<file path="src/sv/sbc_pkg.sv">
// ----------------------------------------------------------------------------
// SHA-1 block compression package
// Shared types, constants and the microcode table of the sequencer.
// ----------------------------------------------------------------------------
package sbc_pkg;

  localparam int unsigned WordW      = 32;
  localparam int unsigned ChainWords = 5;
  localparam int unsigned BlockWords = 16;
  localparam int unsigned IdxW       = 4;
  localparam int unsigned SelW       = 3;
  localparam int unsigned PcW        = 3;
  localparam int unsigned CntW       = 5;

  localparam logic [WordW-1:0] K0 = 32'h5A827999;
  localparam logic [WordW-1:0] K1 = 32'h6ED9EBA1;
  localparam logic [WordW-1:0] K2 = 32'h8F1BBCDC;
  localparam logic [WordW-1:0] K3 = 32'hCA62C1D6;

  // Datapath operations selected by the control word.
  typedef enum logic [2:0] {
    OP_NOP,
    OP_LOAD,
    OP_ROUND,
    OP_ADD,
    OP_EMIT
  } op_e;

  // Round function choice.
  typedef enum logic [1:0] {
    FN_CH,
    FN_PAR,
    FN_MAJ
  } func_e;

  // Condition that ends a step.
  typedef enum logic [1:0] {
    COND_NONE,
    COND_START,
    COND_COUNT,
    COND_OUT
  } cond_e;

  typedef struct packed {
    op_e              op;
    func_e            func;
    cond_e            cond;
    logic [CntW-1:0]  lim;
    logic [PcW-1:0]   nxt;
    logic [WordW-1:0] k;
  } ucode_t;

  // Control handed from the sequencer to the datapath.
  typedef struct packed {
    op_e              op;
    func_e            func;
    logic [WordW-1:0] k;
    logic [SelW-1:0]  sel;
  } ctrl_t;

  localparam logic [PcW-1:0] PcIdle  = 3'd0;
  localparam logic [PcW-1:0] PcLoad  = 3'd1;
  localparam logic [PcW-1:0] PcRnd0  = 3'd2;
  localparam logic [PcW-1:0] PcRnd1  = 3'd3;
  localparam logic [PcW-1:0] PcRnd2  = 3'd4;
  localparam logic [PcW-1:0] PcRnd3  = 3'd5;
  localparam logic [PcW-1:0] PcAdd   = 3'd6;
  localparam logic [PcW-1:0] PcEmit  = 3'd7;

  localparam logic [CntW-1:0] RoundsPerPhase = 5'd19;
  localparam logic [CntW-1:0] LastEmit       = CntW'(ChainWords - 1);

  // The microprogram: wait, load, four phases of twenty rounds, add, emit.
  function automatic ucode_t sbc_ucode(input logic [PcW-1:0] pc);
    ucode_t uc;
    unique case (pc)
      PcIdle: uc = '{OP_NOP,   FN_CH,  COND_START, '0,             PcLoad, '0};
      PcLoad: uc = '{OP_LOAD,  FN_CH,  COND_NONE,  '0,             PcRnd0, '0};
      PcRnd0: uc = '{OP_ROUND, FN_CH,  COND_COUNT, RoundsPerPhase, PcRnd1, K0};
      PcRnd1: uc = '{OP_ROUND, FN_PAR, COND_COUNT, RoundsPerPhase, PcRnd2, K1};
      PcRnd2: uc = '{OP_ROUND, FN_MAJ, COND_COUNT, RoundsPerPhase, PcRnd3, K2};
      PcRnd3: uc = '{OP_ROUND, FN_PAR, COND_COUNT, RoundsPerPhase, PcAdd,  K3};
      PcAdd:  uc = '{OP_ADD,   FN_CH,  COND_NONE,  '0,             PcEmit, '0};
      PcEmit: uc = '{OP_EMIT,  FN_CH,  COND_OUT,   LastEmit,       PcIdle, '0};
    endcase
    return uc;
  endfunction

endpackage

</file>
<file path="src/sv/sbc_seq.sv">
// ----------------------------------------------------------------------------
// SHA-1 block compression sequencer
// Step counter, loop counter and microcode table lookup.
// ----------------------------------------------------------------------------
module sbc_seq (
  input  logic          clk_i,
  input  logic          rst_ni,
  input  logic          start_i,
  input  logic          out_ready_i,
  output sbc_pkg::ctrl_t ctrl_o
);
  import sbc_pkg::*;

  logic [PcW-1:0]  pc_q, pc_d;
  logic [CntW-1:0] cnt_q, cnt_d;
  ucode_t          uc;
  logic            done;
  logic            step;

  always_comb begin
    uc = sbc_ucode(pc_q);
    unique case (uc.cond)
      COND_NONE:  begin done = 1'b1;                          step = 1'b0;        end
      COND_START: begin done = start_i;                       step = 1'b0;        end
      COND_COUNT: begin done = (cnt_q == uc.lim);             step = 1'b1;        end
      COND_OUT:   begin done = out_ready_i && (cnt_q == uc.lim); step = out_ready_i; end
      default:    begin done = 1'b1;                          step = 1'b0;        end
    endcase
    pc_d  = pc_q;
    cnt_d = cnt_q;
    if (done) begin
      pc_d  = uc.nxt;
      cnt_d = '0;
    end else if (step) begin
      cnt_d = cnt_q + CntW'(1);
    end
  end

  always_ff @(posedge clk_i or negedge rst_ni) begin
    if (!rst_ni) begin
      pc_q  <= PcIdle;
      cnt_q <= '0;
    end else begin
      pc_q  <= pc_d;
      cnt_q <= cnt_d;
    end
  end

  assign ctrl_o = '{op: uc.op, func: uc.func, k: uc.k, sel: cnt_q[SelW-1:0]};

endmodule

</file>
<file path="src/sv/sbc_sched.sv">
// ----------------------------------------------------------------------------
// SHA-1 message schedule
// Holds the received block and expands it through a sixteen-word shift line.
// ----------------------------------------------------------------------------
module sbc_sched (
  input  logic                    clk_i,
  input  logic                    wr_en_i,
  input  logic [sbc_pkg::IdxW-1:0]  wr_idx_i,
  input  logic [sbc_pkg::WordW-1:0] wr_data_i,
  input  sbc_pkg::ctrl_t          ctrl_i,
  output logic [sbc_pkg::WordW-1:0] w_o
);
  import sbc_pkg::*;

  // The received words are kept apart, as slots not rewritten carry into the
  // next block.
  logic [WordW-1:0] msg_q  [BlockWords];
  logic [WordW-1:0] line_q [BlockWords];
  logic [WordW-1:0] mix;

  assign mix = line_q[13] ^ line_q[8] ^ line_q[2] ^ line_q[0];

  always_ff @(posedge clk_i) begin
    if (wr_en_i) begin
      msg_q[wr_idx_i] <= wr_data_i;
    end
    if (ctrl_i.op == OP_LOAD) begin
      line_q <= msg_q;
    end else if (ctrl_i.op == OP_ROUND) begin
      for (int i = 0; i < BlockWords - 1; i++) begin
        line_q[i] <= line_q[i+1];
      end
      line_q[BlockWords-1] <= {mix[WordW-2:0], mix[WordW-1]};
    end
  end

  assign w_o = line_q[0];

endmodule

</file>
<file path="src/sv/sbc_core.sv">
// ----------------------------------------------------------------------------
// SHA-1 round datapath
// Chaining registers, working variables and the round adder.
// ----------------------------------------------------------------------------
module sbc_core (
  input  logic                     clk_i,
  input  logic                     rst_ni,
  input  logic                     chain_wr_i,
  input  logic [sbc_pkg::SelW-1:0]  chain_idx_i,
  input  logic [sbc_pkg::WordW-1:0] chain_data_i,
  input  sbc_pkg::ctrl_t           ctrl_i,
  input  logic [sbc_pkg::WordW-1:0] w_i,
  output logic [sbc_pkg::WordW-1:0] digest_o
);
  import sbc_pkg::*;

  logic [WordW-1:0] chain_q [ChainWords];
  logic [WordW-1:0] a_q, b_q, c_q, d_q, e_q;
  logic [WordW-1:0] f, t;

  always_comb begin
    unique case (ctrl_i.func)
      FN_CH:   f = (b_q & c_q) | (~b_q & d_q);
      FN_MAJ:  f = (b_q & c_q) | (b_q & d_q) | (c_q & d_q);
      default: f = b_q ^ c_q ^ d_q;
    endcase
    t = {a_q[WordW-6:0], a_q[WordW-1:WordW-5]} + f + e_q + ctrl_i.k + w_i;
  end

  always_ff @(posedge clk_i or negedge rst_ni) begin
    if (!rst_ni) begin
      for (int i = 0; i < ChainWords; i++) begin
        chain_q[i] <= '0;
      end
    end else if (ctrl_i.op == OP_ADD) begin
      chain_q[0] <= chain_q[0] + a_q;
      chain_q[1] <= chain_q[1] + b_q;
      chain_q[2] <= chain_q[2] + c_q;
      chain_q[3] <= chain_q[3] + d_q;
      chain_q[4] <= chain_q[4] + e_q;
    end else if (chain_wr_i) begin
      chain_q[chain_idx_i] <= chain_data_i;
    end
  end

  always_ff @(posedge clk_i) begin
    if (ctrl_i.op == OP_LOAD) begin
      a_q <= chain_q[0];
      b_q <= chain_q[1];
      c_q <= chain_q[2];
      d_q <= chain_q[3];
      e_q <= chain_q[4];
    end else if (ctrl_i.op == OP_ROUND) begin
      a_q <= t;
      b_q <= a_q;
      c_q <= {b_q[1:0], b_q[WordW-1:2]};
      d_q <= c_q;
      e_q <= d_q;
    end
  end

  always_comb begin
    unique case (ctrl_i.sel)
      3'd0:    digest_o = chain_q[0];
      3'd1:    digest_o = chain_q[1];
      3'd2:    digest_o = chain_q[2];
      3'd3:    digest_o = chain_q[3];
      3'd4:    digest_o = chain_q[4];
      default: digest_o = '0;
    endcase
  end

endmodule

</file>
<file path="src/sv/sha1_block_compress_top.sv">
// ----------------------------------------------------------------------------
// SHA-1 block compression, top level
// The sixteenth accepted message request arms start_q; the sequencer then
// steps through load, the eighty rounds, add and emit, and tvalid is high
// in the emit step. The five digest words follow one per cycle while the
// receiver is ready. Requests are taken one per cycle while tready is high.
// The rounds run one round per cycle through the round adder.
// Reset clears the chain, the word count and the sequencer at once.
// ----------------------------------------------------------------------------
module sha1_block_compress_top (
  input  logic        clk_i,
  input  logic        rst_ni,
  input  logic        s_axis_tvalid_i,
  output logic        s_axis_tready_o,
  // [31:0] data_word, [35:32] word_index, [39:36] zero
  input  logic [39:0] s_axis_tdata_i,
  // [0] req_type
  input  logic        s_axis_tuser_i,
  output logic        m_axis_tvalid_o,
  input  logic        m_axis_tready_i,
  // [31:0] digest_word, [34:32] digest_index, [39:35] zero
  output logic [39:0] m_axis_tdata_o,
  output logic        m_axis_tlast_o
);
  import sbc_pkg::*;

  localparam logic [IdxW-1:0] LastMsg = IdxW'(BlockWords - 1);

  logic [WordW-1:0] data_word;
  logic [IdxW-1:0]  word_index;
  logic             accept;
  logic             msg_wr;
  logic             chain_wr;
  logic [IdxW-1:0]  words_q;
  logic             start_q;
  ctrl_t            ctrl;
  logic [WordW-1:0] w;
  logic [WordW-1:0] digest;

  assign data_word  = s_axis_tdata_i[31:0];
  assign word_index = s_axis_tdata_i[35:32];

  // Requests are taken only while the sequencer waits and no block is due.
  assign s_axis_tready_o = (ctrl.op == OP_NOP) && !start_q;
  assign accept          = s_axis_tvalid_i && s_axis_tready_o;
  assign msg_wr          = accept && s_axis_tuser_i;
  // A chaining load with an index past E is dropped.
  assign chain_wr        = accept && !s_axis_tuser_i && (word_index < IdxW'(ChainWords));

  // Every message request counts, whatever its index; the sixteenth arms the
  // compression, which the sequencer picks up on the following cycle.
  always_ff @(posedge clk_i or negedge rst_ni) begin
    if (!rst_ni) begin
      words_q <= '0;
      start_q <= 1'b0;
    end else begin
      if (msg_wr) begin
        words_q <= words_q + IdxW'(1);
      end
      if (msg_wr && (words_q == LastMsg)) begin
        start_q <= 1'b1;
      end else if (ctrl.op == OP_LOAD) begin
        start_q <= 1'b0;
      end
    end
  end

  sbc_seq u_seq (
    .clk_i       (clk_i),
    .rst_ni      (rst_ni),
    .start_i     (start_q),
    .out_ready_i (m_axis_tready_i),
    .ctrl_o      (ctrl)
  );

  sbc_sched u_sched (
    .clk_i     (clk_i),
    .wr_en_i   (msg_wr),
    .wr_idx_i  (word_index),
    .wr_data_i (data_word),
    .ctrl_i    (ctrl),
    .w_o       (w)
  );

  sbc_core u_core (
    .clk_i        (clk_i),
    .rst_ni       (rst_ni),
    .chain_wr_i   (chain_wr),
    .chain_idx_i  (word_index[SelW-1:0]),
    .chain_data_i (data_word),
    .ctrl_i       (ctrl),
    .w_i          (w),
    .digest_o     (digest)
  );

  // The result run is shown straight from the chaining registers, A first.
  assign m_axis_tvalid_o = (ctrl.op == OP_EMIT);
  assign m_axis_tdata_o  = {5'b0, ctrl.sel, digest};
  assign m_axis_tlast_o  = (ctrl.sel == SelW'(ChainWords - 1));

endmodule

</file>
<file path="config.mk">
export PLATFORM = sky130hd
export DESIGN_NAME = sha1_block_compress_top
export DESIGN_NICKNAME = d
export VERILOG_FILES = /design/src/sv/sbc_pkg.sv /design/src/sv/sbc_seq.sv /design/src/sv/sbc_sched.sv /design/src/sv/sbc_core.sv /design/src/sv/sha1_block_compress_top.sv
export SDC_FILE = /design/constraint.sdc
export NUM_CORES = 2
export LEC_CHECK = 0
export ABC_AREA = 1
export BUFFER_PORTS_ARGS = -buffer_cell sky130_fd_sc_hd__buf_2
export CAP_MARGIN = 20
export CORE_MARGIN = 5
export CORE_UTILIZATION = 31
export CTS_BUF_LIST = sky130_fd_sc_hd__clkbuf_2
export CTS_CLUSTER_SIZE = 16
export DETAILED_ROUTE_END_ITERATION = 16
export PLACE_DENSITY_LB_ADDON = 0.05
export SYNTH_ARGS = -nofsm -noshare
export SYNTH_HDL_FRONTEND = slang
export SYNTH_HIERARCHICAL = 1
export SYNTH_SLANG_ARGS = --single-unit
</file>
<file path="constraint.sdc">
create_clock -name clk_i -period 85.6 [get_ports clk_i]
set_input_delay 4.28 -clock clk_i [delete_from_list [all_inputs] [get_ports clk_i]]
set_output_delay 4.28 -clock clk_i [all_outputs]
set_load 0.03 [all_outputs]
</file>
After elaboration in Yosys (flattened, before gate mapping)

Memory sizes are Yosys's and may differ from the RTL's.
Index checks and enable logic that the tools add are counted.

Shift operators: 0
Multiply operators: 0
Bitwise operators: 15
Div/mod/pow operators: 0
Equality and inequality tests: 14
Multiplexer cells: 28
Reduce and logical (&&, ||, !) cells: 20
$lt $le $gt $ge: 5
$add $sub $neg: 11

Operators by type and width:

| operator                                                               | count |
|---|---|
| 512-bit two-way mux                                                    | 2 |
| 512-bit bitwise mux                                                    | 1 |
| 32-bit two-way mux                                                     | 12 |
| 160-bit two-way mux                                                    | 2 |
| 32-bit adder                                                           | 9 |
| 160-bit bitwise mux                                                    | 1 |
| 32-bit one-hot mux with 5 select lines                                 | 1 |
| 32-bit XOR                                                             | 5 |
| 32-bit AND                                                             | 4 |
| 32-bit demux with 4-bit select                                         | 1 |
| 32-bit demux with 3-bit select                                         | 1 |
| 32-bit OR                                                              | 3 |
| 32-bit one-hot mux with 2 select lines                                 | 1 |
| 32-bit inverter                                                        | 1 |
| 3-bit by 2-bit equality test with 1-bit output (second input constant) | 4 |
| 5-bit two-way mux                                                      | 2 |
| 1-bit logical AND                                                      | 9 |
| 2-bit nonzero test                                                     | 4 |
| 2-bit equality test (second input constant)                            | 3 |
| 3-bit by 1-bit equality test with 1-bit output (second input constant) | 2 |
| 3-bit equality test (second input constant)                            | 2 |
| 3-bit zero test                                                        | 2 |
| 5-bit by 1-bit adder with 5-bit output (second input constant)         | 1 |
| 5-bit equality test                                                    | 1 |
| 16 further kinds                                                       | 19 |

Register bits after elaboration: 1357
Logic and storage cells: 140
Bits in latches: 0
Memory bits (writable): 0
ROM bits: 360
Memories: 1
Bits of input ports: 45
Output and inout bits: 43

Memories:

| memory          | depth | width | rd ports | clocked after Yosys merged registers in | write ports | RTL line      | text |
|---|---|---|---|---|---|---|---|
| (no name shown) | 8     | 45    | 1        | 0                                       | 0           | sbc_pkg.sv:76 | `unique case (pc)` |

Longest topological paths before layout

Word-level depth: 10
Gate-level depth with buffers: 26
Mapped depth without buffers: 25

By module

The synthesis kept the hierarchy.

By module, submodules not included:

| module                  | times used | sequential area each (um^2) | cells each | area an instance (um^2) |
|---|---|---|---|---|
| sbc_sched               | 1          | 30749.5                     | 3219       | 39440.3 |
| sbc_core                | 1          | 8808.4                      | 5078       | 32667.6 |
| sbc_seq                 | 1          | 200.2                       | 146        | 1103.6 |
| sha1_block_compress_top | 1          | 125.1                       | 51         | 367.9 |

Least setup slack after synthesis

No wires, ideal clock.

Kind: flip-flop to flip-flop
Start: register u_seq.pc_q[1]
End: register u_sched/line_q[0] (netlist name) (enable)
Required time: 83.503 ns
Arrival time: 36.714 ns
Slack: 46.789 ns
Clock period less this slack: 38.811 ns
Buffers on the path: 1
Stages on the path, launching flop included: 9
Path through: dfrtp_1 -> inv_1 -> ha_1 -> nand2_1 -> nand2_1 -> buf_4 -> inv_1 -> nand2_1 -> o21ai_0

RTL lines:

| item                            | RTL line        | text |
|---|---|---|
| from (decl)                     | sbc_seq.sv:14   | `logic [PcW-1:0] pc_q, pc_d;` |
| from (signal assigned)          | sbc_seq.sv:41   | `pc_q <= PcIdle;` |
| from (signal assigned)          | sbc_seq.sv:44   | `pc_q <= pc_d;` |
| to (signal assigned)            | sbc_sched.sv:28 | `line_q <= msg_q;` |
| to (signal, indexed assignment) | sbc_sched.sv:31 | `line_q[i] <= line_q[i+1];` |
| to (signal, indexed assignment) | sbc_sched.sv:33 | `line_q[BlockWords-1] <= {mix[WordW-2:0], mix[WordW-1]};` |
| to (decl)                       | sbc_sched.sv:18 | `logic [WordW-1:0] line_q [BlockWords];` |

Worst setup path in the final report

Start: register u_seq.cnt_q[2]
End: output m_axis_tdata_o[7]

Cells in the longest elaborated chain, start to end: 2

Ends and longest elaborated chain:

| item                                        | RTL line                      | text |
|---|---|---|
| from (decl)                                 | sbc_seq.sv:15                 | `logic [CntW-1:0] cnt_q, cnt_d;` |
| from (signal assigned)                      | sbc_seq.sv:45                 | `cnt_q <= cnt_d;` |
| 3-bit equality test (tied with other cells) | sbc_core.sv:63                | `unique case (ctrl_i.sel)` |
| 32-bit one-hot mux with 5 select lines *    | sbc_core.sv:63                |  |
| to (decl)                                   | sha1_block_compress_top.sv:22 | `output logic [39:0] m_axis_tdata_o,` |

Mark *: on every way between the ends. The rest lies on a longest branch, timed or not.

==> metrics.md <==
| Metric | Value |
|---|---|
| Required @ worst endpoint | around 80 ns |
| Startpoint Class | register |
| Clk buf depth | 4 |
| Grt ovf | 0 |
| Reg2reg setup slack | around 80 ns |
| Avg Cell Area, Syn | approximately 8.7 um2 |
| Critical path's most frequent cell | buf_4 |
| Hold crit path type | register to register |
| Reg2reg end | u_core/a_q[23] |
| Reg2Reg Depth | 23 |
| Worst hold margin | 0.427 ns |
| Period minus WS final | a little under 10 ns |
| Yosys reg bits | 1357 |
| Worst slew pin tran | 1.16 ns |
| WL/cell | about 23 um |
| Leading cell types in the layout, fill and taps excluded | nand2_1 (3353), inv_1 (1227), edfxtp_1 (1184) |
| Initial Utilization | 31.2% |
| Layout fillers | between 20000 and 30000 |
| Critical path type | register to output pin |
| Residual DRC | 0 |
| CTS H-tree depth | 5 |
| Design area | 0.0807 mm2 |
| Layout area overhead | 9.69% |
| Insertion delay to the later sink of the worst-skew pair | between 1.5 and 2 ns |
| Setup TNS | 0 ns |
| Crit-path cells | buf_4, inv_1, nand3_1, buf_4, o21ai_0, a221oi_1, o21ai_1, buf_2 |
| ANT nets after route | 0 |
| First-pass GRT wire length | around 400000 um |
| Clock skew after layout | approximately 0.2 ns |
| Die width | 497 um |
| DP HPWL | 201000 um |
| Overall power | ~0.0028 W |
| Initial antenna violation count | 26 |
| GPL Wtd Cong | just over 0.9 |
| Post-CTS setup buffers | 0 |
| Max Slew Vio Count | 0 |
| DRT iter0 DRCs | roughly 3900 |
| CTS tree | done |
| I/O pins | 88 |
| Via Count | 57482 |
| Critical path startpoint | u_seq/cnt_q[2] |
| First-pass DRT Iterations | 6 |
| Worst vdd ir | about 0.022 mV |
| Worst path slowest cell | a221oi_1 |
| Top cells by area, synth | edfxtp_1 (48%), nand2_1 (17%), inv_1 (6.3%) |
| Post-synth ARST share | roughly an eighth |
| Sink Count | approximately 1400 |
| Layout cells sized above 1 | a little under 10% |
| Sequential area share after synthesis | approximately 54% |
| TritonCTS buffer count | about 400 |
| Synthesized area | around 0.074 mm2 |
| Synth Warn # | 6 |
| PD cells | between 30 and 40 mW/mm2 |
| Drt total wl | 282000 um |
| Yosys top cell area share | 48.3% |
| Final core utilization | 34.3% |
| Cts hold-fix bufs | 0 |
| Setup violators final | 0 |
| Max-slew headroom | between 20% and 30% |
| Post-CTS Resized | 0 |
| Most common cell after layout, fill and taps aside | nand2_1 |
| Port Buffers | 78 |
| Core area | about 0.24 mm2 |
| Largest net degree at the start of global routing | 182 |
| Die area | roughly 0.25 mm2 |
| Crit path depth | 8 |
| Row count | 178 |
| Delay-heaviest family, CP | buffers and inverters |
| Die Y-Extent | approximately 500 um |
| Worst r2r src | u_seq/pc_q[1] |
| Synth unique cells | 47 |
| Crit end category | output pin |
| Worst-path clk slew | about 0.090 ns |
| Status | completed |
| Syn Inst Count | 8494 |
| EDFF count, synth | roughly 1200 |
| Top FF cell, synth | edfxtp_1 |
| Max cap viols | 0 |
| Clock root buffer master | clkbuf_2 |
| Final net count | slightly above 9000 |
| Via/cell ratio | between 4 and 5 |
| CP Max Fanout | 25 |
| RSZ-0062 raised after global routing | false |
| CP endpoint | m_axis_tdata_o[7] |
| Arrival @ worst endpoint | roughly 5.7 ns |
| Gr usage total | 22.4% |
| Vias in the first global route | 57614 |
| Final worst path period share | 11.6% |
| Pleak | between 30 and 40 nW |
| Post-synth top area cell | edfxtp_1 |
| CP Buf/Inv Count | 4 |
| Dpl cell area | approximately 0.077 mm2 |
| Fin. Hold Viols | 0 |
| Crit-path max cell delay | approximately 0.72 ns |
| Max Freq | between 100 and 150 MHz |
Yosys cell counts, types with 19 or more instances:
| master | n |
|---|---|
| ha_1 | 196 |
| nand3_1 | 347 |
| nor2_1 | 534 |
| edfxtp_1 | 1184 |
| dfrtp_1 | 173 |
| nand4_1 | 42 |
| o22ai_1 | 41 |
| buf_4 | 105 |
| fa_1 | 129 |
| buf_2 | 110 |
| inv_1 | 1230 |
| nand2_1 | 3355 |
| o211ai_1 | 35 |
| a21oi_1 | 312 |
| o21ai_0 | 367 |
| a221oi_1 | 19 |
| clkbuf_1 | 71 |
| xor2_1 | 40 |
| nor3_1 | 31 |
metal layers:
layer | GRT usage [%] | part of all wire, % | routed length, um
met1 | 28.2 | 43 | 121000
met2 | 37.4 | 47 | 134000
met3 | 3.64 | 4.5 | 12800
met4 | 11.0 | 5.2 | 14800
met5 | 0 | 0.033 | 94
worst reg2reg max path: cells and delay by family, from the launching register on:
family	cells	cell delay, ns
DFF	1	0.57
buffers and inverters	5	1.06
AOI/OAI and AO/OA	3	0.65
and+or+nand+nor	11	1.69
adders and majority gates	4	1.50
power by group:
group / total [W] / internal, W / switching, W / leakage [nW]
Clock: 0.000502 / 0.000208 / 0.000294 / 2.82
Combinational: 0.00145 / 0.000450 / 0.000996 / 21.8
Sequential: 0.000859 / 0.000798 / 0.0000614 / 13.0
Total: 0.00281 / 0.00146 / 0.00135 / 37.6
worst min-delay path by stage:
stage | end | slack, ns | cells past startpoint | from
CTS | u_sched/line_q[157] | 0.38 | 2 | u_sched/line_q[125]
finish | u_sched/line_q[157] | 0.43 | 2 | u_sched/line_q[125]
floorplan | words_q[3] | 0.48 | 2 | words_q[3]
global route | u_sched/line_q[157] | 0.42 | 2 | u_sched/line_q[125]
detailed placement | u_sched/w_o[16] | 0.49 | 2 | u_sched/line_q[464]
global placement | u_sched/line_q[186] | 0.49 | 2 | u_sched/line_q[154]
metrics by stage:
| stage | cells | worst slack, ns |
|---|---|---|
| global placement | 11498 | 77.47 |
| global route | 12210 | 75.32 |
| CTS | 12204 | 75.27 |
| floorplan | 8498 | 46.79 |
| detailed placement | 11503 | 77.53 |
| finish | 12214 | 75.66 |
kinds of logic after synthesis:
family                     count (synthesis)  synth area share [%]
xor gates and xnor gates                  50                 0.595
DFF                                     1357                  54.2
other                                      2                0.0102
and+or+nand+nor                         4385                  23.5
buffers and inverters                   1541                  8.62
adders and majority gates                325                  6.84
AOI/OAI and AO/OA                        834                  6.18
sequential cells by signal, indices dropped and copies added, names as in the netlist:
register        count
u_seq/cnt_q         5
u_core/d_q         32
u_sched/line_q    480
start_q             1
u_sched/w_o        32
u_core/b_q         32
u_core/a_q         32
words_q             4
u_sched/msg_q     512
u_core/e_q         32
u_core/c_q         32
u_core/chain_q    160
u_seq/pc_q          3
area by class of cell:
type                       instances  area [um2]  area share [%]
sequential                      1357       39900            49.4
multi-input combinational       5600       27500            34.1
antenna                           10        25.0          0.0310
inverter                        1240        4670            5.79
tap                             3150        3940            4.88
clock buffer                     633        3170            3.93
clock inverter                    68         405           0.502
timing repair buffer             156        1060            1.32
(Power assumes the default switching activity.)
